### config.mk
export PLATFORM = sky130hd
export DESIGN_NAME = dr3d_pipe
export DESIGN_NICKNAME = d
export VERILOG_FILES = /design/src/rtl/dr3d_pkg.sv /design/src/rtl/dr3d_pipe.sv
export SDC_FILE = /design/constraint.sdc
export NUM_CORES = 1
export LEC_CHECK = 0
export BUFFER_PORTS_ARGS = -buffer_cell sky130_fd_sc_hd__clkbuf_2
export CAP_MARGIN = 20
export CORE_MARGIN = 1
export CORE_UTILIZATION = 30
export CTS_CLUSTER_SIZE = 40
export DETAILED_ROUTE_END_ITERATION = 8
export SYNTH_ARGS = -nofsm -noshare
export SYNTH_HDL_FRONTEND = slang
export SYNTH_SLANG_ARGS = --single-unit
export TNS_END_PERCENT = 100
### constraint.sdc
create_clock -name clk -period 3.65 [get_ports clk]
set_input_delay 0.1825 -clock clk [delete_from_list [all_inputs] [get_ports clk]]
set_output_delay 0.1825 -clock clk [all_outputs]
set_load 0.02 [all_outputs]
### src/rtl/dr3d_pkg.sv
// Shared types, constants and the divide-step function for the disparity reprojection core.
// Depends on nothing; every other file in rtl/ imports it.
package dr3d_pkg;

  // Configuration register indexes
  localparam logic [2:0] REG_FOCAL     = 3'd0;
  localparam logic [2:0] REG_BASELINE  = 3'd1;
  localparam logic [2:0] REG_U0        = 3'd2;
  localparam logic [2:0] REG_V0        = 3'd3;
  localparam logic [2:0] REG_MIN_DISP  = 3'd4;
  localparam logic [2:0] REG_DEPTH_LIM = 3'd5;

  localparam int IDX_W  = 3;
  localparam int CFG_W  = 24;

  // Reset values of the calibration registers
  localparam logic [15:0] FOCAL_RST     = 16'd10520;
  localparam logic [19:0] BASELINE_RST  = 20'd19661;
  localparam logic [15:0] U0_RST        = 16'd8152;
  localparam logic [15:0] V0_RST        = 16'd3954;
  localparam logic [15:0] MIN_DISP_RST  = 16'd16;
  localparam logic [23:0] DEPTH_LIM_RST = 24'd1966080;

  // Numerator / quotient width: 16-bit magnitude times 20-bit baseline
  localparam int QW              = 36;
  localparam int STEPS_PER_STAGE = 2;
  localparam int NDIV            = QW / STEPS_PER_STAGE;
  // front (2) + divider stages + output register
  localparam int NST             = NDIV + 3;

  typedef struct packed {
    logic [11:0] row;
    logic [11:0] col;
    logic        sx;    // column offset negative
    logic        sy;    // row offset negative
    logic        pass;  // coordinate range and disparity minimum met
  } side_t;

  typedef struct packed {
    side_t          side;
    logic [15:0]    d;
    logic [QW-1:0]  nx;
    logic [QW-1:0]  ny;
    logic [QW-1:0]  nz;
  } div_in_t;

  typedef struct packed {
    side_t          side;
    logic [QW-1:0]  qx;
    logic [QW-1:0]  qy;
    logic [QW-1:0]  qz;
  } div_out_t;

  // One lane of a restoring divider: remainder plus a word that holds the
  // unconsumed numerator bits on top and the quotient bits below.
  typedef struct packed {
    logic [15:0]   rem;
    logic [QW-1:0] nq;
  } div_lane_t;

  function automatic div_lane_t div_stage(div_lane_t cur, logic [15:0] den);
    div_lane_t   res;
    logic [16:0] part;
    res = cur;
    for (int i = 0; i < STEPS_PER_STAGE; i++) begin
      part   = {res.rem, res.nq[QW-1]};
      res.nq = {res.nq[QW-2:0], 1'b0};
      if (part >= {1'b0, den}) begin
        part      = part - {1'b0, den};
        res.nq[0] = 1'b1;
      end
      res.rem = part[15:0];
    end
    return res;
  endfunction

endpackage

### src/rtl/dr3d_pipe.sv
// Valid chain and per-stage load enables for the reprojection pipeline.
// Depends on dr3d_pkg for the stage count.
module dr3d_pipe import dr3d_pkg::*; (
  input  logic           clk,
  input  logic           rst,
  input  logic           in_valid,
  input  logic           out_stall,
  input  logic           keep,
  output logic [NST-1:0] en,
  output logic           out_valid,
  output logic           in_stall
);

  logic [NST-1:0] vld;

  // A stage loads when it is empty or its word moves on; bubbles collapse.
  assign en[NST-1] = !vld[NST-1] || !out_stall;

  for (genvar k = 0; k < NST - 1; k++) begin : g_en
    assign en[k] = !vld[k] || en[k+1];
  end

  always_ff @(posedge clk) begin
    if (rst) begin
      vld <= '0;
    end else begin
      if (en[0]) vld[0] <= in_valid;
      for (int k = 1; k < NST - 1; k++) begin
        if (en[k]) vld[k] <= vld[k-1];
      end
      // drop rejected pixels at the output register
      if (en[NST-1]) vld[NST-1] <= vld[NST-2] && keep;
    end
  end

  assign out_valid = vld[NST-1];
  assign in_stall  = !en[0];

endmodule

# After elaboration in Yosys (flattened, before gate mapping)
# Index checks and enable logic that the tools add are counted.
# classes
reduce_logical	45
# ops
cell	count
$logic_not 1->1	23
$logic_or 1x1->1	21
$logic_and 1x1->1	1
# totals
ff_bits	21
input_bits	5
out_inout_bits	23
elab_cells	66

# Longest topological paths before layout
# logic_depth
word_depth	23
ltp_mapped	4

# Worst setup path after synthesis
# Ideal clock, no wire load.
# synth_path
kind	register to register
startpoint	register vld[20]
endpoint	register vld[9]
arrival_time_ns	1.583
setup_slack_ns	1.965
path_stages_with_launch	5
period_less_slack_ns	1.685
path_cell_list	dfxtp_1 and4_1 clkbuf_1 nand4_1 o41ai_1
# synth_between
elab_chain_len	13
# synth_rtl
element	line	rtl
start, declared	dr3d_pipe.sv:14	logic [NST-1:0] vld;
start signal, assigned by index	dr3d_pipe.sv:29	if (en[k]) vld[k] <= vld[k-1];
start signal, assigned by index	dr3d_pipe.sv:32	if (en[NST-1]) vld[NST-1] <= vld[NST-2] && keep;
$logic_not 1->1	dr3d_pipe.sv:17	assign en[NST-1] = !vld[NST-1] || !out_stall;
$logic_or 1x1->1	dr3d_pipe.sv:17	
$logic_or 1x1->1 (5 in series)	dr3d_pipe.sv:20	assign en[k] = !vld[k] || en[k+1];
net en[15]	dr3d_pipe.sv:9	output logic [NST-1:0] en,
$logic_or 1x1->1 (6 in series)	dr3d_pipe.sv:20	
# The timed path passes the listed nets, and every way through them passes these cells.
# A chain may end at the register's enable or synchronous reset.

# Worst setup path in the final report
# layout_path
startpoint	register vld[17]
endpoint	output in_stall
# layout_between
elab_chain_len	20
# layout_rtl
element	line	rtl
$logic_not 1->1	dr3d_pipe.sv:20	
$logic_or 1x1->1 (18 in series)	dr3d_pipe.sv:20	
$logic_not 1->1	dr3d_pipe.sv:37	assign in_stall = !en[0];
end, declared	dr3d_pipe.sv:11	output logic in_stall
# No other way between the ends.

==> results.yml <==
critical_path:
  end_kind: "primary output"
  cp_cell_sequence: "nand3_1 -> nor4_2 -> and3_1 -> clkbuf_2"
  crit_family: "simple AND/OR/NAND/NOR gates"
  path_depth: 4
  rr_worst_depth: 3
  worstPathRequired_ns: 3.47
  cp_num_buf_inv: 1
  cp_max_fo: 10
  critPathSlowestCell: "nor4_2"
  critPathLaunchType: "register"
  crit_arrival_ns: 2.09
  slowest_delay_ns: 0.75
  crit_type: "register to primary output"
clock_tree:
  clock-root-buffer: "clkbuf_4"
  cts_hold_buf: 0
  ctsResizeCount: 0
  clockBufferDepth: 2
  h-tree-depth: 1
  cts_tree: "done"
  clk_pin_slew_worst_paths_ns: 0.11
  postCtsSetupRepairBufs: 0
  clkSinkCount: 21
  clkLatencyLatePin_ns: 0.30
  cts_buffers: 3
floorplan:
  die_x_um: 58.7
  placeableCoreArea_mm2: 0.00305
  placementRows: 20
  num_io_pins: 28
  die-height_um: 58.7
  dieArea_mm2: 0.00345
  start_util: 0.316
sta:
  tightest_slew_ns: 0.797
  hold_viol_final: 0
  timing.final.ws_setup_ns: 1.38
  clock.fmax_mhz: 441
  grt_setup_unrepaired: "no"
  tns_ns: 0
  slew_headroom: 0.464
  slew_violations: 0
  whs_ns: 0.116
  fin_crit_sh: 0.621
  finClkSkew_ns: 0.00367
  setup_viol: 0
  fin_crit_ns: 2.27
routing:
  wire_per_inst_um: 11.2
  num_vias: 916
  drt-total-wl_mm: 2.08
  drcViolationCount: 0
  ant_nets: 0
  avgViaCountPerCell: 4.92
  dr.first_iter.drc_count: 31
  drtPass1Iterations: 4
global_routing:
  grt_pass1_wl_mm: 3.54
  grt_use_met3: 0.0132
  grtUsageMet1: 0.182
  grt_pass1_vias: 814
  grt_start_max_net_pins: 30
  track_usage: 0.133
  antenna_found_initial: 0
  top_usage_layer: "met2"
  gr-usage-met2: 0.211
  overflow: 0
run_status:
  status: "completed"
power:
  powerDensity_mw_per_mm2: 305
  vdd_drop_max_uv: 98.3
  leakage_nw: 0.396
  power_uw: 353
worst_hold_path:
  hp-class: "primary input to register"
  holdPathStages: 3
finish:
  largest_reg_flops: 21
  fillers: 346
  nets: 148
  antenna_cells: 0
  largest_register: "vld"
  drive_gt1_frac: 0.282
  area_growth_pct: 19.7
  top_regs: "vld: 21 flops"
logic_synthesis:
  synth-edff-count: 0
  yosys.cell_types.count: 27
  synth.cell_area_um2: 966
  ys_ff_latch: 21
  syn-num-nets: 121
  syn_inst: 116
  yosysSeqAreaShare: 0.435
  synth_top_flop_cell: "dfxtp_1"
  syn_avg_cell_area_um2: 8.33
  async_reset_ff_frac: 0
  yosysWarnings: 0
job:
  drv_cap: 0
placement:
  place_ws_ns: 1.67
  hpwl_mm: 1.56
  port_buffers: 27
  gp_congestion: 0.755
## routing by layer
layer  routed length, um  vias up
met5                   0        -
met4                  23        0
met3                  44        2
met2                 995       17
met1                1020      432
li1                    -      465
## synthesized netlist by cell type (all sizes together) (3+ instances only)
cell	instances	share of area
buf	3	0.021
nand2b	8	0.052
nand4	6	0.045
inv	14	0.054
o31ai	3	0.023
dfxtp	21	0.44
a21oi	10	0.052
nand2	14	0.054
nand3	12	0.062
nor2	5	0.019
o41ai	5	0.069
or4	3	0.029
## cells in the final DEF, fill, tap and decap left out, types with 2 or more instances in the layout
master / instances
dfxtp_1: 21
clkbuf_2: 27
inv_1: 14
nand4_1: 5
nand2_1: 14
a21oi_1: 10
nor3_1: 2
nand2b_1: 8
o31ai_1: 3
o41ai_2: 3
clkbuf_4: 3
nand3_1: 12
or3_2: 2
nor2_1: 5
o41ai_1: 2
## area by class of cell
type	instances	area, um^2	area share
repair buffers	27	135	0.117
inverters	14	52.6	0.0455
clock buffers	3	22.5	0.0195
well taps	44	55.1	0.0476
clock inverters	1	5.00	0.00433
flip-flops and latches	21	420	0.364
multi-input cells	76	465	0.403
## final timing paths
kind	startpoint	end	slack, ns
hold / removal	keep	vld[20]$_SDFFE_PP0P_	0.12
setup reg to reg	vld[17]$_SDFFE_PP0P_	vld[1]$_SDFFE_PP0P_	2.00
setup / recovery	vld[17]$_SDFFE_PP0P_	in_stall	1.38
hold reg to reg	vld[0]$_SDFFE_PP0P_	vld[1]$_SDFFE_PP0P_	0.48
## through the flow
step	instances	util	area, um^2
final	186	0.379	1160
after global routing	186	0.379	1160
after CTS	186	0.379	1160
after detailed placement	182	0.370	1130
after global placement	182	0.370	1130
after floorplan	116	-	966
## worst register-to-register path: cells and delay by family (launching register included)
family             cells  cell delay [ns]
AOI/OAI and AO/OA      1             0.29
DFF                    1             0.46
and+or+nand+nor        2             0.81
## logic make-up (layout without fill, tap and decap cells)
| logic type | Yosys count | count (layout) | synth area share |
|---|---|---|---|
| buffers and inverters | 19 | 45 | 0.0829 |
| flip-flops | 21 | 21 | 0.435 |
| AO/OA/AOI/OAI | 20 | 20 | 0.159 |
| AND/OR/NAND/NOR | 56 | 56 | 0.323 |
## power by group
part	internal, mW	total (mW)	switching, mW
logic	0.00433	0.0108	0.00642
clock network	0.0408	0.110	0.0692
registers	0.231	0.232	0.00121
Note: power is estimated with default switching activity, not from simulation.
