## src/rtl/dr3d_pkg.sv

```systemverilog
// Shared types, constants and the divide-step function for the disparity reprojection core.
// Depends on nothing; every other file in rtl/ imports it.
package dr3d_pkg;

  // Configuration register indexes
  localparam logic [2:0] REG_FOCAL     = 3'd0;
  localparam logic [2:0] REG_BASELINE  = 3'd1;
  localparam logic [2:0] REG_U0        = 3'd2;
  localparam logic [2:0] REG_V0        = 3'd3;
  localparam logic [2:0] REG_MIN_DISP  = 3'd4;
  localparam logic [2:0] REG_DEPTH_LIM = 3'd5;

  localparam int IDX_W  = 3;
  localparam int CFG_W  = 24;

  // Reset values of the calibration registers
  localparam logic [15:0] FOCAL_RST     = 16'd10520;
  localparam logic [19:0] BASELINE_RST  = 20'd19661;
  localparam logic [15:0] U0_RST        = 16'd8152;
  localparam logic [15:0] V0_RST        = 16'd3954;
  localparam logic [15:0] MIN_DISP_RST  = 16'd16;
  localparam logic [23:0] DEPTH_LIM_RST = 24'd1966080;

  // Numerator / quotient width: 16-bit magnitude times 20-bit baseline
  localparam int QW              = 36;
  localparam int STEPS_PER_STAGE = 2;
  localparam int NDIV            = QW / STEPS_PER_STAGE;
  // front (2) + divider stages + output register
  localparam int NST             = NDIV + 3;

  typedef struct packed {
    logic [11:0] row;
    logic [11:0] col;
    logic        sx;    // column offset negative
    logic        sy;    // row offset negative
    logic        pass;  // coordinate range and disparity minimum met
  } side_t;

  typedef struct packed {
    side_t          side;
    logic [15:0]    d;
    logic [QW-1:0]  nx;
    logic [QW-1:0]  ny;
    logic [QW-1:0]  nz;
  } div_in_t;

  typedef struct packed {
    side_t          side;
    logic [QW-1:0]  qx;
    logic [QW-1:0]  qy;
    logic [QW-1:0]  qz;
  } div_out_t;

  // One lane of a restoring divider: remainder plus a word that holds the
  // unconsumed numerator bits on top and the quotient bits below.
  typedef struct packed {
    logic [15:0]   rem;
    logic [QW-1:0] nq;
  } div_lane_t;

  function automatic div_lane_t div_stage(div_lane_t cur, logic [15:0] den);
    div_lane_t   res;
    logic [16:0] part;
    res = cur;
    for (int i = 0; i < STEPS_PER_STAGE; i++) begin
      part   = {res.rem, res.nq[QW-1]};
      res.nq = {res.nq[QW-2:0], 1'b0};
      if (part >= {1'b0, den}) begin
        part      = part - {1'b0, den};
        res.nq[0] = 1'b1;
      end
      res.rem = part[15:0];
    end
    return res;
  endfunction

endpackage

```

## src/rtl/dr3d_front.sv

```systemverilog
// Front stages: pixel offsets and range checks, then the three numerator products.
// Depends on dr3d_pkg.
module dr3d_front import dr3d_pkg::*; #(
  parameter int MAX_ROWS = 4096,
  parameter int MAX_COLS = 4096
) (
  input  logic        clk,
  input  logic [1:0]  en,
  input  logic [11:0] pixel_row,
  input  logic [11:0] pixel_col,
  input  logic [15:0] disparity_q4,
  input  logic [15:0] focal_q4,
  input  logic [19:0] baseline_q16,
  input  logic [15:0] u0_q4,
  input  logic [15:0] v0_q4,
  input  logic [15:0] min_disparity_q4,
  output div_in_t     div_in
);

  localparam logic [16:0] ROW_LIM = 17'(MAX_ROWS);
  localparam logic [16:0] COL_LIM = 17'(MAX_COLS);

  logic [16:0] offx;
  logic [16:0] offy;
  logic [16:0] negx;
  logic [16:0] negy;
  logic        pass0;

  side_t       s0_side;
  logic [15:0] s0_d;
  logic [15:0] s0_magx;
  logic [15:0] s0_magy;

  assign offx  = {1'b0, pixel_col, 4'b0000} - {1'b0, u0_q4};
  assign offy  = {1'b0, pixel_row, 4'b0000} - {1'b0, v0_q4};
  assign negx  = 17'd0 - offx;
  assign negy  = 17'd0 - offy;
  assign pass0 = ({5'b0, pixel_row} < ROW_LIM) && ({5'b0, pixel_col} < COL_LIM) &&
                 (disparity_q4 > min_disparity_q4);

  always_ff @(posedge clk) begin
    if (en[0]) begin
      s0_side.row  <= pixel_row;
      s0_side.col  <= pixel_col;
      s0_side.sx   <= offx[16];
      s0_side.sy   <= offy[16];
      s0_side.pass <= pass0;
      s0_d         <= disparity_q4;
      s0_magx      <= offx[16] ? negx[15:0] : offx[15:0];
      s0_magy      <= offy[16] ? negy[15:0] : offy[15:0];
    end
  end

  always_ff @(posedge clk) begin
    if (en[1]) begin
      div_in.side <= s0_side;
      div_in.d    <= s0_d;
      div_in.nx   <= {20'b0, s0_magx} * {16'b0, baseline_q16};
      div_in.ny   <= {20'b0, s0_magy} * {16'b0, baseline_q16};
      div_in.nz   <= {16'b0, baseline_q16} * {20'b0, focal_q4};
    end
  end

endmodule

```

## config.mk

```make
export PLATFORM = sky130hd
export DESIGN_NAME = dr3d_front
export DESIGN_NICKNAME = d
export VERILOG_FILES = /design/src/rtl/dr3d_pkg.sv /design/src/rtl/dr3d_front.sv
export SDC_FILE = /design/constraint.sdc
export NUM_CORES = 2
export LEC_CHECK = 0
export ABC_AREA = 0
export BUFFER_PORTS_ARGS = -buffer_cell sky130_fd_sc_hd__clkbuf_2
export CAP_MARGIN = 10
export CELL_PAD_IN_SITES_DETAIL_PLACEMENT = 0
export CELL_PAD_IN_SITES_GLOBAL_PLACEMENT = 2
export CORE_ASPECT_RATIO = 1.75
export CORE_MARGIN = 2
export CORE_UTILIZATION = 41
export DETAILED_ROUTE_END_ITERATION = 8
export PLACE_DENSITY = 0.91
export SETUP_SLACK_MARGIN = 0.4
export SYNTH_ARGS = -nofsm -noshare
export SYNTH_HDL_FRONTEND = slang
export SYNTH_SLANG_ARGS = --single-unit
export TNS_END_PERCENT = 10
```

## constraint.sdc

```tcl
create_clock -name clk -period 7.5 [get_ports clk]
set_input_delay 0.375 -clock clk [delete_from_list [all_inputs] [get_ports clk]]
set_output_delay 0.375 -clock clk [all_outputs]
set_load 0.05 [all_outputs]
```

; Yosys cells after proc, flatten, opt, wreduce, memory -nomap -nowiden
; Cells that the tools add are included.
[op_classes]
n_mul = 3
mux = 2
addsub = 4
magnitude_cmp = 1
[ops]
columns = op, n
row1 = multiplier 16 x 20 -> 36 bit, 2
row2 = multiplier 20 x 16 -> 36 bit, 1
row3 = subtractor 16 x 16 -> 17 bit, 2
row4 = two-way mux 16 bit, 2
row5 = subtractor 1 x 16 -> 16 bit (first input constant), 2
row6 = greater-than comparator 16 bit, 1
[totals]
output_inout_bits = 151
in_bits = 127
wordCells = 27
regBits = 226

; Logic depth before layout (Yosys ltp)
[logic_depth]
word_depth = 3
mapped_depth = 24

; Least setup slack after synthesis
; OpenSTA, ideal clock, no wires.
[synth_path]
kind = input -> register
from = input baseline_q16[7]
to = register div_in[107] (netlist name) (data pin)
arrival_time_ns = 6.033
stages = 23
setup_slack_ns = 1.202
required_time_ns = 7.235
setup_ns = 0.265
path_buffers = 2
cell_sequence = clkbuf_1 clkbuf_1 nand2_1 fa_1 inv_1 fa_1 inv_1 fa_1 inv_1 fa_1 fa_1 inv_1 fa_1 inv_1 ha_1 a21oi_1 o21ai_0 a31oi_1 o21ai_0 a221o_1 a31o_2 a311oi_1 xnor2_1
[synth_between]
elab_chain_len = 1
[synth_lines]
columns = element, line
row1 = start: declaration, dr3d_front.sv:13  ; input logic [19:0] baseline_q16,
row2 = multiplier 16 x 20 -> 36 bit, dr3d_front.sv:58  ; div_in.nx <= {20'b0, s0_magx} * {16'b0, baseline_q16};
row3 = end: declaration, dr3d_front.sv:17  ; output div_in_t div_in
; No other way between the ends.
; A chain may end at the register's enable or synchronous reset.

; Worst setup path after layout
[layout_path]
from = register s0_magx[5]
to = register div_in[105] (netlist name) (data pin)
[layout_between]
elab_chain_len = 1
[layout_lines]
columns = element, line
row1 = start: declaration, dr3d_front.sv:31  ; logic [15:0] s0_magx;
row2 = start signal: assignment, dr3d_front.sv:49  ; s0_magx <= offx[16] ? negx[15:0] : offx[15:0];
row3 = multiplier 16 x 20 -> 36 bit, dr3d_front.sv:58
; No other way between the ends.

==> results.toml <==
[global_routing]
grt_usage_pct = 21.9
grt_pass1_wl_microns = 172000
grt_max_degree = 68
grt_pass1_vias = 32300
antenna_found_initial = 1
grt-ovfl-total = 0

[cells_and_area]
nets = 5665
syn_to_final_growth_pct = 10.8
layout_common_cells = "inv_1, fa_1, nand2_1"
drive_gt1_share_pct = 10.0
fin_area_sq_mm = 0.0447
layout_commonest_cell = "inv_1"
final_cells = 5748

[timing]
fmax_mhz = 147
drv_slew = 0
rsz0062_at_grt = "true"
hold_viol_final = 0
max-slew-margin-rel_pct = 37.3
finalSetupTns_ns = 0
tightest_slew_ns = 0.940
min_period_ns = 6.80
setup-violations-final = 0
fin_skew_ns = 0.0296
period_share_pct = 90.7

[place]
place_inst = 5655
hpwl_microns = 85200
io_buffers = 277
placed_cell_area_sq_mm = 0.0434
gp_congestion = 0.903

[synthesis]
synth-main-ff-cell = "edfxtp_1"
ys_async_sr_fraction_pct = 0
ys_types = 71
synth.area.top_cells = "fa_1, edfxtp_1, ha_1, inv_1, and2_1"
yosysWarnings = 0
syn_area_sq_mm = 0.0403
ys_seq_elements = 226
syn_inst = 4181
synth.avg_cell_area_sq_um = 9.64
synth_top_area_cell = "fa_1"
yosysTopAreaCellShare_pct = 37.2
ys_seq_area_share_pct = 16.8
synth_edf_count = 226
syn-num-nets = 5424

[hold_path]
hold_start = "pixel_row[5]"
worstHoldPathCells = 1
hold_end = "s0_side[20]$_DFFE_PP_"
hold_class = "in -> reg"

[floorplanning]
initial_core_util_pct = 41.3
num_rows = 152
die_area_sq_mm = 0.101
chipHeight_microns = 419
die_x_microns = 241
io_pins = 278
core_area_sq_mm = 0.0978

[run]
drv_cap = 0

[cts]
cts_max_level = 1
cts_made_buffers = 25
cts_tree = "built"
clock_latency_ns = 0.60
clkTransAtPathRegs_ns = 0.07
cts-root-buf = "clkbuf_16"
cts.sinks = 226
clock_path_buffers = 3

[drt]
vias = 29000
wirelength_microns = 106000
postRouteAntennaNets = 0
drc = 0
wl_per_cell_microns = 18.5
drtPass1Iterations = 5
drt-initial-drc-count = 1361
avgViaCountPerCell = 5.05

[critical_path]
cp-start-kind = "flip-flop"
cp_data_arrival_time_ns = 7.14
required_ns = 7.84
cpMostUsedCell = "fa_1"
worstReg2RegStart = "s0_magx[5]$_DFFE_PP_"
slowest_delay_ns = 0.92
r2r_end = "div_in[105]$_DFFE_PP_"
rrSetupSlack_ns = 0.70
crit_type = "reg -> reg"
crit_path_max_fanout = 20
critical_path.cell_chain = "and2_1 > fa_1 > inv_1 > fa_1 > fa_1 > inv_1 > fa_1 > fa_1 > inv_1 > fa_1 > inv_1 > ha_1 > a21oi_1 > o21ai_0 > a31oi_1 > o21ai_0 > a221o_1 > a31o_2 > a311oi_1 > xnor2_1"
end_kind = "flip-flop"
r2r_cells = 20
crit_slowest_cell = "edfxtp_1"

[outcome]
status = "complete, no violations"
repair_timing:
item,CTS,global route
setup buffers,0,10
endpoints found under the setup margin,0,6
resized for setup,0,1
hold buffers,39,0
hold endpoints to repair,39,0
metrics by stage:
stage | util (%) | hold slack [ns] | worst slack (ns)
after floorplan | - | 0.400 | 1.20
after global placement | 44.4 | 0.403 | 0.411
after detailed placement | 44.4 | 0.405 | 0.420
after CTS | 45.6 | 0.00536 | 0.453
after global routing | 45.7 | 0.0199 | 0.379
final | 45.7 | 0.0389 | 0.698
cell usage after synthesis (all sizes together) (10+ instances only):
library cell	instances
ha	366
nand2	592
xor2	40
nor3	19
o21ai	62
or3	11
a21o	53
a21oi	108
inv	868
buf	12
o21a	25
edfxtp	226
o211ai	11
a31oi	13
fa	750
a211oi	17
o21bai	14
o31ai	10
nor2b	20
and2	440
clkbuf	198
nand4	14
nor2	75
nand3	20
xnor2	97
and3	17
how the worst max path moves through the flow:
stage | from | endpoint | slack [ns] | depth (start not counted)
after detailed placement | baseline_q16[9] | div_in[107]$_DFFE_PP_ | 0.42 | 22
after CTS | s0_magy[4]$_DFFE_PP_ | div_in[66]$_DFFE_PP_ | 0.45 | 20
after global placement | baseline_q16[8] | div_in[107]$_DFFE_PP_ | 0.41 | 22
after floorplan | baseline_q16[7] | div_in[107]$_DFFE_PP_ | 1.20 | 23
after global routing | s0_magy[13]$_DFFE_PP_ | div_in[64]$_DFFE_PP_ | 0.38 | 19
final | s0_magx[5]$_DFFE_PP_ | div_in[105]$_DFFE_PP_ | 0.70 | 20
cell families (layout without fill, tap and decap cells):
family                     Yosys count  in the layout  share of synthesized area (%)
and+or+nand+nor                   1239           1239                           15.1
adders and majority gates         1116           1116                           48.6
buffers and inverters             1078           1335                           10.1
AOI/OAI and AO/OA                  377            377                           6.27
DFF                                226            226                           16.8
xor gates and xnor gates           137            137                           2.98
muxes                                8              8                          0.202
other                                0              1                              0
worst max-delay path: cells and delay by family (launching register included):
kind | cells | cell delay [ns]
xor gates and xnor gates | 1 | 0.10
buffers and inverters | 4 | 0.25
adders and majority gates | 7 | 3.21
DFF | 1 | 0.92
and+or+nand+nor | 1 | 0.25
AOI/OAI and AO/OA | 7 | 1.80
per-layer routing:
layer / up-vias / GRT usage [%] / part of all wire [%]
met5: - / 0 / 0.0094
met3: 217 / 2.85 / 4.7
met4: 2 / 8.23 / 3.8
li1: 13300 / - / -
met2: 706 / 41.3 / 54
met1: 14800 / 24.7 / 37
state kept, by name, summed over array words and instances (netlist names):
register  cells
div_in      151
s0_d         16
s0_magx      16
s0_magy      16
s0_side      27
cell type report:
class	count	area, sq um
well taps	1309	1640
flip-flops and latches	226	6790
multi-input cells	2877	29500
diodes	1	2.50
fillers	9549	53100
clock inverters	13	131
repair buffers	424	2730
inverters	868	3260
clock buffers	30	644
Power is not shown: default switching activity piles up to over one toggle a cycle in this logic, so the estimate is an artifact.
