--- src/rtl/dr3d_pkg.sv ---
// Shared types, constants and the divide-step function for the disparity reprojection core.
// Depends on nothing; every other file in rtl/ imports it.
package dr3d_pkg;

  // Configuration register indexes
  localparam logic [2:0] REG_FOCAL     = 3'd0;
  localparam logic [2:0] REG_BASELINE  = 3'd1;
  localparam logic [2:0] REG_U0        = 3'd2;
  localparam logic [2:0] REG_V0        = 3'd3;
  localparam logic [2:0] REG_MIN_DISP  = 3'd4;
  localparam logic [2:0] REG_DEPTH_LIM = 3'd5;

  localparam int IDX_W  = 3;
  localparam int CFG_W  = 24;

  // Reset values of the calibration registers
  localparam logic [15:0] FOCAL_RST     = 16'd10520;
  localparam logic [19:0] BASELINE_RST  = 20'd19661;
  localparam logic [15:0] U0_RST        = 16'd8152;
  localparam logic [15:0] V0_RST        = 16'd3954;
  localparam logic [15:0] MIN_DISP_RST  = 16'd16;
  localparam logic [23:0] DEPTH_LIM_RST = 24'd1966080;

  // Numerator / quotient width: 16-bit magnitude times 20-bit baseline
  localparam int QW              = 36;
  localparam int STEPS_PER_STAGE = 2;
  localparam int NDIV            = QW / STEPS_PER_STAGE;
  // front (2) + divider stages + output register
  localparam int NST             = NDIV + 3;

  typedef struct packed {
    logic [11:0] row;
    logic [11:0] col;
    logic        sx;    // column offset negative
    logic        sy;    // row offset negative
    logic        pass;  // coordinate range and disparity minimum met
  } side_t;

  typedef struct packed {
    side_t          side;
    logic [15:0]    d;
    logic [QW-1:0]  nx;
    logic [QW-1:0]  ny;
    logic [QW-1:0]  nz;
  } div_in_t;

  typedef struct packed {
    side_t          side;
    logic [QW-1:0]  qx;
    logic [QW-1:0]  qy;
    logic [QW-1:0]  qz;
  } div_out_t;

  // One lane of a restoring divider: remainder plus a word that holds the
  // unconsumed numerator bits on top and the quotient bits below.
  typedef struct packed {
    logic [15:0]   rem;
    logic [QW-1:0] nq;
  } div_lane_t;

  function automatic div_lane_t div_stage(div_lane_t cur, logic [15:0] den);
    div_lane_t   res;
    logic [16:0] part;
    res = cur;
    for (int i = 0; i < STEPS_PER_STAGE; i++) begin
      part   = {res.rem, res.nq[QW-1]};
      res.nq = {res.nq[QW-2:0], 1'b0};
      if (part >= {1'b0, den}) begin
        part      = part - {1'b0, den};
        res.nq[0] = 1'b1;
      end
      res.rem = part[15:0];
    end
    return res;
  endfunction

endpackage

--- src/rtl/dr3d_back.sv ---
// Output stage: sign the quotients, apply the depth limit, hold the result word.
// Depends on dr3d_pkg.
module dr3d_back import dr3d_pkg::*; (
  input  logic        clk,
  input  logic        en,
  input  div_out_t    div_out,
  input  logic [23:0] depth_limit_q16,
  output logic        keep,
  output logic [47:0] point_x,
  output logic [47:0] point_y,
  output logic [24:0] point_z,
  output logic [11:0] out_row,
  output logic [11:0] out_col
);

  logic [47:0] qx_ext;
  logic [47:0] qy_ext;

  assign qx_ext = {12'b0, div_out.qx};
  assign qy_ext = {12'b0, div_out.qy};
  assign keep   = div_out.side.pass && (div_out.qz < {12'b0, depth_limit_q16});

  always_ff @(posedge clk) begin
    if (en) begin
      // x follows the column offset sign, y is flipped so up is positive
      point_x <= div_out.side.sx ? (48'd0 - qx_ext) : qx_ext;
      point_y <= div_out.side.sy ? qy_ext : (48'd0 - qy_ext);
      point_z <= 25'd0 - {1'b0, div_out.qz[23:0]};
      out_row <= div_out.side.row;
      out_col <= div_out.side.col;
    end
  end

endmodule

--- config.mk ---
export PLATFORM = sky130hd
export DESIGN_NAME = dr3d_back
export DESIGN_NICKNAME = d
export VERILOG_FILES = /design/src/rtl/dr3d_pkg.sv /design/src/rtl/dr3d_back.sv
export SDC_FILE = /design/constraint.sdc
export NUM_CORES = 1
export LEC_CHECK = 0
export BUFFER_PORTS_ARGS = -buffer_cell sky130_fd_sc_hd__buf_2
export CORE_ASPECT_RATIO = 1.4
export CORE_MARGIN = 2
export CORE_UTILIZATION = 47
export CTS_CLUSTER_DIAMETER = 50
export DETAILED_ROUTE_END_ITERATION = 8
export GPL_ROUTABILITY_DRIVEN = 0
export GPL_TIMING_DRIVEN = 0
export HOLD_SLACK_MARGIN = 0.15
export PLACE_DENSITY = 0.81
export SYNTH_ARGS = -nofsm -noshare
export SYNTH_HDL_FRONTEND = slang
export SYNTH_SLANG_ARGS = --single-unit
--- constraint.sdc ---
create_clock -name clk -period 3.1 [get_ports clk]
set_clock_uncertainty 0.05 [all_clocks]
set_input_delay 0.62 -clock clk [delete_from_list [all_inputs] [get_ports clk]]
set_output_delay 0.62 -clock clk [all_outputs]
set_load 0.03 [all_outputs]
# Word-level counts from Yosys, hierarchy flattened
# Index checks and enable logic that the tools add are counted.
dict set report word_totals {
  ff_bits 123
  inputBits 161
}
dict set report classes {
  n_addsub 3
  magnitude_cmp 1
  mux 2
  reduce_logical 1
}
# operator n
set op_table {}
lappend op_table {{$sub 1x36->37 const A} 2}
lappend op_table {{$mux 36} 2}
lappend op_table {{$lt 36x24->1} 1}
lappend op_table {{$sub 1x24->25 const A} 1}
lappend op_table {{$logic_and 1x1->1} 1}

# Logic depth before layout (Yosys ltp)
# Gate-level depths: netlist of the first run.
dict set report depth {
  ltp_word 2
  depth_mapped 7
}

# Least setup slack after synthesis of the first run
# No wires, ideal clock.
dict set report synth_path {
  path_kind {input to register}
  from {input div_out[46] in the netlist's numbering}
  to {register point_y[32], data pin}
  arrival_ns 2.473
  path_slack_ns 0.311
  stages 6
  n_path_buf 1
  cell_sequence {or4_4 -> or4b_1 -> buf_6 -> nor4_4 -> a41oi_1 -> xor2_1}
}
dict set report synth_between {
  elab_chain_cells 2
}
# item line
set synth_rtl {}
lappend synth_rtl {{start, declared} dr3d_back.sv:6} ;# input div_out_t div_out,
lappend synth_rtl {{$sub 1x36->37} dr3d_back.sv:27} ;# point_y <= div_out.side.sy ? qy_ext : (48'd0 - qy_ext);
lappend synth_rtl {{$mux 36} dr3d_back.sv:27}
lappend synth_rtl {{end signal, assigned} dr3d_back.sv:27}
lappend synth_rtl {{end, declared} dr3d_back.sv:10} ;# output logic [47:0] point_y,
# No other way between the ends.
# A chain may end at the register's enable or synchronous reset.

# Final worst setup path of the first run
dict set report layout_path {
  from {input div_out[2] in the netlist's numbering}
  to {output keep}
}
dict set report layout_between {
  elab_chain_cells 2
}
# item line
set layout_rtl {}
lappend layout_rtl {{$lt 36x24->1} dr3d_back.sv:21} ;# assign keep = div_out.side.pass && (div_out.qz < {12'b0, depth_limit_q16});
lappend layout_rtl {{$logic_and 1x1->1} dr3d_back.sv:21}
lappend layout_rtl {{end, declared} dr3d_back.sv:8} ;# output logic keep,
# No other way between the ends.

==> metrics.md, run 1 <==
| Metric | Value |
|---|---|
| Outcome | complete, no violations |
| Simple-Gate Fraction of Synth Area | 12.8% |
| CP Cell Sequence | buf_2, ha_1, a211o_1, a31oi_1, o221ai_1, a21oi_1, o221a_2, buf_2 |
| CP delay by family, top | compound AO/OA/AOI/OAI gates |
| Die X | 103 um |
| Fin crit share | 95.2% |
| Async set-reset flop share out of synthesis | 0% |
| Final Max Tran Viols | 0 |
| Critical path required time | 2.43 ns |
| Synth Area in Compound Gates | 6.71% |
| Yosys reg bits | 123 |
| Detailed Route Iter0 Violations | 242 |
| RSZ-0062 raised after global routing | no |
| Post-synthesis mux area share | 0.176% |
| HPWL after DPL | 12800 um |
| Routed WL per cell | 15.9 um |
| Worst Tran Pin Value | 0.581 ns |
| Commonest cells in the synthesized netlist | 123 x edfxtp_1, 57 x xnor2_1, 43 x nor2_1, 37 x inv_1, 33 x xor2_1 |
| Worst hold path type | input pin to flip-flop |
| Yosys cell types | 41 |
| CP arrival | 2.28 ns |
| # nets final | 1039 |
| CTS tree | done |
| Top cells by area, synth | edfxtp_1 58%, xnor2_1 7.8%, ha_1 5.1% |
| Syn avg cell area | 12.2 um2 |
| PostCTS Resize Cnt | 0 |
| Initial Util | 47.9% |
| Detailed Route WL | 16700 um |
| Final std cells w/o fill | 1048 |
| I/O Pins | 307 |
| Cts bufs inserted | 17 |
| Max frequency | 0.339 GHz |
| Hold buffers post-CTS | 0 |
| Crit Path Max Fanout | 6 |
| First-pass DRT Iterations | 5 |
| Cell taking the most area after synthesis | edfxtp_1 |
| Max clock buf depth | 2 |
| Fraction of layout cells with a size suffix above 1 | 43.0% |
| Final Hold Viols | 0 |
| Worst path slowest cell | ha_1 |
| Detail Route Antenna Nets | 0 |
| CP most frequent cell | buf_2 |
| Layout area overhead | 37.8% |
| Max IR drop VDD | 0.000304 V |
| Clock sinks | 123 |
| Area of the core | 0.0134 mm2 |
| Adder-cell share of the synthesized area | 5.07% |
| Synthesized area | 0.00642 mm2 |
| Die height | 142 um |
| Synthesized net count | 715 |
| Most numerous cell in the Yosys netlist | edfxtp_1 |
| Global-route wire length before repair | 25300 um |
| Worst hold slack | 0.336 ns |
| DRC viols | 0 |
| Post-Route Setup TNS | 0 ns |
| Vias | 5276 |
| H-Tree Level Count | 4 |
| GRT overflow | 0 |
| Area share of the largest cell type after synthesis | 57.6% |
| Maxcap violations | 0 |
| CP Capture Type | primary output |
| Slowest cell delay on critical path | 0.31 ns |
| # rows | 50 |
| Vias in the first global route | 5109 |
| Post-Synthesis Cells | 528 |
| Main flop type after synthesis | edfxtp_1 |
| Largest net degree at the start of global routing | 74 |
| Pwr Density | 588 mW/mm2 |
| Setup CP Type | input pin to primary output |
| Seq/Total Area, Yosys | 57.6% |
| EDFF count, synth | 123 |
| Fin crit period | 2.95 ns |
| DIE AREA | 0.0146 mm2 |
| Post-CTS Setup Bufs | 0 |
| I/O Buffers | 304 |
| Reg clk slew, reported paths | 0.06 ns |
| Leakage | 0.00381 uW |
| Gr usage total | 22.9% |
| Root buffer cell | clkbuf_16 |
| Synth warnings | 0 |
| Vias per std cell | 5.03 |
| Antenna violations before repair | 3 |
| Setup crit start kind | input pin |
| Placed Cells | 1015 |
| CP Buf/Inv Count | 2 |
| Largest family of logic cells by synthesized area | simple AND/OR/NAND/NOR gates |
| Normalized max-slew margin | 61.2% |
| Setup violations, final | 0 |
| Post-Synth XOR/XNOR Area | 12.3% |
[sequential cells by signal (all words and copies together) (netlist names)]
signal / cells
point_x: 37
out_row: 12
point_z: 25
point_y: 37
out_col: 12
[cells in the final DEF, fill, tap and decap left out, types with 2 or more instances in the layout]
| master | instances |
|---|---|
| a31oi_1 | 6 |
| nor4_1 | 12 |
| nor2b_1 | 3 |
| buf_4 | 22 |
| inv_6 | 4 |
| o21ai_0 | 16 |
| or4b_2 | 2 |
| xor2_1 | 33 |
| o31ai_1 | 10 |
| a21oi_1 | 26 |
| nand3b_1 | 2 |
| nand2b_1 | 5 |
| nor2_1 | 43 |
| xnor2_1 | 57 |
| o41ai_1 | 5 |
| buf_6 | 2 |
| a41oi_1 | 2 |
| edfxtp_1 | 123 |
| ha_1 | 26 |
| nand2_1 | 25 |
| nand4_1 | 2 |
| clkbuf_1 | 9 |
| bufinv_16 | 4 |
| nor3_1 | 17 |
| or3_1 | 12 |
| or4_1 | 10 |
| buf_2 | 303 |
| clkbuf_16 | 17 |
| clkinv_4 | 6 |
| nor4_4 | 2 |
| inv_1 | 37 |
| or2_2 | 3 |
| nand3_1 | 4 |
[area by class of cell]
cell class | instances | area (um2)
Sequential cell | 123 | 3690
Tap cell | 182 | 228
Timing Repair Buffer | 305 | 1560
Antenna cell | 1 | 2.50
Clock inverter | 15 | 213
Clock buffer | 17 | 425
Fill cell | 1105 | 4550
Inverter | 37 | 139
Multi-Input combinational cell | 336 | 2370
Buffer | 32 | 210
[layer usage]
layer | part of all wire, % | routed length [um] | vias up | GRT usage, %
li1 | - | - | 2555 | -
met5 | 0.16 | 27 | - | 0
met3 | 8.5 | 1410 | 44 | 6.53
met4 | 3.8 | 626 | 4 | 12.5
met2 | 53 | 8790 | 254 | 40.2
met1 | 35 | 5830 | 2419 | 24.1
[stage by stage]
| step | worst slack (ns) | area, um2 | total power [uW] | util (%) |
|---|---|---|---|---|
| floorplan | 0.311 | 6420 | 2700 | - |
| global placement | 0.0327 | 8170 | 3080 | 61.0 |
| detailed placement | 0.00206 | 8200 | 3100 | 61.2 |
| CTS | 0.144 | 8840 | 5240 | 66.0 |
| finish | 0.148 | 8840 | 5200 | 66.0 |
| global route | 0.102 | 8840 | 5370 | 66.0 |
[final timing paths]
path / from / end / slack [ns] / cells after the start
min: div_out[118] / out_col[7] / 0.34 / 1
max: div_out[2] / keep / 0.15 / 8
[cells by family (layout without fill, tap and decap cells)]
group           after synthesis  after routing
mux                           1              1
fa+ha+maj                    26             26
flops                       123            123
buf+inv                      69            406
compound gates               70             70
xor+xnor                     90             90
other cells                   0              1
simple gates                149            149
[report_power, final]
group / leakage (uW) / switching (uW) / internal, uW / total [uW]
Clock: 0.000313 / 764 / 1360 / 2130
Sequential: 0.00120 / 43.5 / 2020 / 2060
Combinational: 0.00229 / 674 / 332 / 1010
Power figures use the tool's default switching activity.
==> inputs of run 2 (changes only) <==
--- a/config.mk
+++ b/config.mk
@@ -5,10 +5,11 @@
 export SDC_FILE = /design/constraint.sdc
 export NUM_CORES = 1
 export LEC_CHECK = 0
+export ABC_AREA = 1
 export BUFFER_PORTS_ARGS = -buffer_cell sky130_fd_sc_hd__buf_2
 export CORE_ASPECT_RATIO = 1.4
 export CORE_MARGIN = 2
-export CORE_UTILIZATION = 47
+export CORE_UTILIZATION = 49
 export CTS_CLUSTER_DIAMETER = 50
 export DETAILED_ROUTE_END_ITERATION = 8
 export GPL_ROUTABILITY_DRIVEN = 0
==> run 2 against run 1 <==
Effect of this change:
- first-iteration DRC count up 55%
- area after synthesis rose by 15%
- sequential share of layout area fell by 3.9 points
- via count grew 34%
- critical path depth up 2
- fmax rose by 12%
- global-route usage is 2.9 points higher
- combinational power grew 8%
==> metrics.md, run 2 <==
| Metric | Value |
|---|---|
| Outcome | complete, no violations |
| I/O Pins | 307 (unchanged) |
| Switching power | 1580 uW (+6.8%) |
| Synth Area in Compound Gates | 3.21% (-3.5 points) |
| Setup CP Type | input pin to primary output |
| Post-Route Setup TNS | 0 ns (unchanged) |
| Area of the core | 0.0149 mm2 (+11%) |
| DIE AREA | 0.0161 mm2 (+10%) |
| HP Start | div_out[113] |
| Slowest cell delay on critical path | 0.28 ns (-0.03 ns) |
| Post-Synth XOR/XNOR Area | 6.62% (-5.7 points) |
| Critical path required time | 2.43 ns (about the same) |
| Max frequency | 0.380 GHz (+12%) |
| Flop pwr share | 41.2% (+1.5 points) |
| H-Tree Level Count | 4 (unchanged) |
| Total power | 4980 uW (-4.2%) |
| # rows | 53 (+6.0%) |
| Clock Power Share | 36.8% (-4.1 points) |
| Die height | 149 um (+5.1%) |
| CTS tree | done |
| I/O Buffers | 305 (+0.33%) |
| Antenna violations before repair | 3 (unchanged) |
| Clock sinks | 123 (unchanged) |
| Detailed Route Iter0 Violations | 374 (+55%) |
| Max clock buf depth | 2 (unchanged) |
| Global-route wire length before repair | 31900 um (+26%) |
| Yosys cell types | 33 (-20%) |
| PostCTS Resize Cnt | 0 (unchanged) |
| Reg clk slew, reported paths | 0.06 ns (about the same) |
| Area share of the largest cell type after synthesis | 49.9% (-7.7 points) |
| GRT overflow | 0 (unchanged) |
| Vias per std cell | 5.12 (+1.6%) |
| EDFF count, synth | 123 (unchanged) |
| RSZ-0062 raised after global routing | no |
| Worst hold path type | input pin to flip-flop |
| Synthesized area | 0.00740 mm2 (+15%) |
| Largest registers | point_x (37), point_y (37), point_z (25) |
| Synthesized net count | 1033 (+44%) |
| Layout area overhead | 31.7% |
| Post-Layout Inst Area | 0.00975 mm2 (+10%) |
| Post-synthesis mux area share | 0% (-0.18 points) |
| Crit Path Max Fanout | 5 (-1) |
| Hold buffers post-CTS | 0 (unchanged) |
| Syn avg cell area | 8.75 um2 (-28%) |
| Worst Tran Pin Value | 0.643 ns (+0.0613 ns) |
| Synth warnings | 0 (unchanged) |
| Commonest cells in the synthesized netlist | 219 x nand2_1, 123 x edfxtp_1, 106 x inv_1, 96 x nor2_1, 78 x nand3_1 |
| Most common cell after layout, fill and taps aside | buf_2 |
| Final Max Tran Viols | 0 (unchanged) |
| Largest net degree at the start of global routing | 77 (+4.1%) |
| CP most frequent cell | nor2_1 |
| Fin crit share | 85.0% (-10 points) |
| Adder-cell share of the synthesized area | 4.39% (-0.68 points) |
| Maxcap violations | 0 (unchanged) |
| Die X | 108 um (+5.0%) |
| Post-Synthesis Cells | 846 (+60%) |
| Critical path startpoint | div_out[18] |
| Fraction of layout cells with a size suffix above 1 | 34.5% (-8.5 points) |
| Largest family of logic cells by synthesized area | simple AND/OR/NAND/NOR gates |
| Placement-stage worst setup slack | 0.444 ns (+0.442 ns) |
| Vias in the first global route | 6798 (+33%) |
| Initial Util | 49.6% (+1.7 points) |
| CP Capture Type | primary output |
| # nets final | 1358 (+31%) |
| Async set-reset flop share out of synthesis | 0% (unchanged) |
| Normalized max-slew margin | 57.2% (-4.1 points) |
| Worst setup margin | 0.465 ns (+0.317 ns) |
| HPWL after DPL | 16600 um (+29%) |
| Routed WL per cell | 14.9 um (-6.1%) |
| Seq/Total Area, Yosys | 49.9% (-7.7 points) |
| Vias | 7050 (+34%) |
| Post-CTS Setup Bufs | 0 (unchanged) |
| Gr usage total | 25.7% (+2.9 points) |
| Cts bufs inserted | 17 (unchanged) |
| Leakage | 0.00472 uW (+24%) |
| Setup violations, final | 0 (unchanged) |
| First-pass DRT Iterations | 7 (+2) |
| Internal Pwr Total | 3390 uW (-8.6%) |
| Top cells by area, synth | edfxtp_1 50%, nand2_1 11%, inv_1 5.4% |
| CP arrival | 1.96 ns (-0.32 ns) |
| Pwr Density | 511 mW/mm2 (-13%) |
| Sw Ratio | 31.8% (+3.3 points) |
| Yosys reg bits | 123 (unchanged) |
| Main flop type after synthesis | edfxtp_1 |
| Worst path slowest cell | ha_1 |
| Detailed Route WL | 20600 um (+23%) |
| Placement-stage cell area | 0.00920 mm2 (+12%) |
| DRC viols | 0 (unchanged) |
| Root buffer cell | clkbuf_16 |
| Most numerous cell in the Yosys netlist | nand2_1 |
| Simple-Gate Fraction of Synth Area | 27.5% (+15 points) |
| Setup crit start kind | input pin |
| Power share of the combinational group | 22.0% (+2.6 points) |
| Final Hold Viols | 0 (unchanged) |
| Most frequent cells in the layout | 310 x buf_2, 219 x nand2_1, 123 x edfxtp_1 |
| Max IR drop VDD | 0.000259 V (-15%) |
| Cell taking the most area after synthesis | edfxtp_1 |
| Detail Route Antenna Nets | 0 (unchanged) |
| CP Cell Sequence | buf_2, ha_1, nand2_1, nor2_1, nand4_1, nor2_1, nand2_1, nor2_1, nor2_1, buf_2 |
| Fin crit period | 2.63 ns (-0.317 ns) |
==> run 2: cell count changes after synthesis, sizes merged, moves of 11 or more <==
| cell | delta |
|---|---|
| or4 | -11 |
| nand3 | +76 |
| or3 | -12 |
| nor4 | -15 |
| nand4 | +15 |
| a21oi | -18 |
| inv | +73 |
| nand2 | +205 |
| nor2 | +73 |
| xnor2 | -34 |
==> run 2: power groups by stage <==
stage          sequential, uW  combinational [uW]  clock, uW
3_3_place_gp             2080                1070          0
2_1_floorplan            2400                 354          0
4_1_cts                  2050                1100       1850
3_5_place_dp             2090                1090          0
6_report                 2050                1090       1830
5_1_grt                  2070                1180       1920
==> run 2: worst paths after layout <==
check	to	slack, ns	depth (start not counted)
setup / recovery	keep	0.47	10
hold / removal	out_col[2]	0.33	1
==> run 2: per-layer routing <==
layer / global-route usage, % / vias up / part of all wire, %
li1: - / 3418 / -
met1: 25.0 / 3200 / 33
met2: 49.2 / 360 / 55
met3: 7.67 / 70 / 8.8
met4: 11.0 / 2 / 3.7
met5: 0 / - / 0.053
==> run 2: stage by stage <==
stage / std cells / hold WS, ns / util, %
final: 1378 / 0.330 / 65.3
after global routing: 1378 / 0.316 / 65.3
after CTS: 1376 / 0.315 / 65.3
after detailed placement: 1344 / 0.748 / 61.7
after global placement: 1343 / 0.747 / 61.5
after floorplan: 846 / 0.669 / -
==> run 2: final cells by class <==
type	count	area (um2)
Clock inverter	13	110
Fill cell	1217	5170
Timing Repair Buffer	306	1560
Clock buffer	19	433
Sequential cell	123	3690
Buffer	30	206
Inverter	110	413
Tap cell	192	240
Multi-Input combinational cell	583	3090
Antenna cell	2	5.00
==> run 2: critical path, delay by kind of cell <==
| family | cells | cell delay (ns) |
|---|---|---|
| buf+inv | 2 | 0.31 |
| simple gates | 7 | 0.76 |
| fa+ha+maj | 1 | 0.28 |
==> run 2: cell families (layout without fill, tap and decap cells) <==
| logic type | after synthesis | after routing |
|---|---|---|
| AND/OR/NAND/NOR | 462 | 462 |
| buffers and inverters | 140 | 478 |
| XOR/XNOR | 56 | 56 |
| flip-flops | 123 | 123 |
| adder cells (fa/ha/maj) | 26 | 26 |
| AO/OA/AOI/OAI | 39 | 39 |
| other | 0 | 2 |
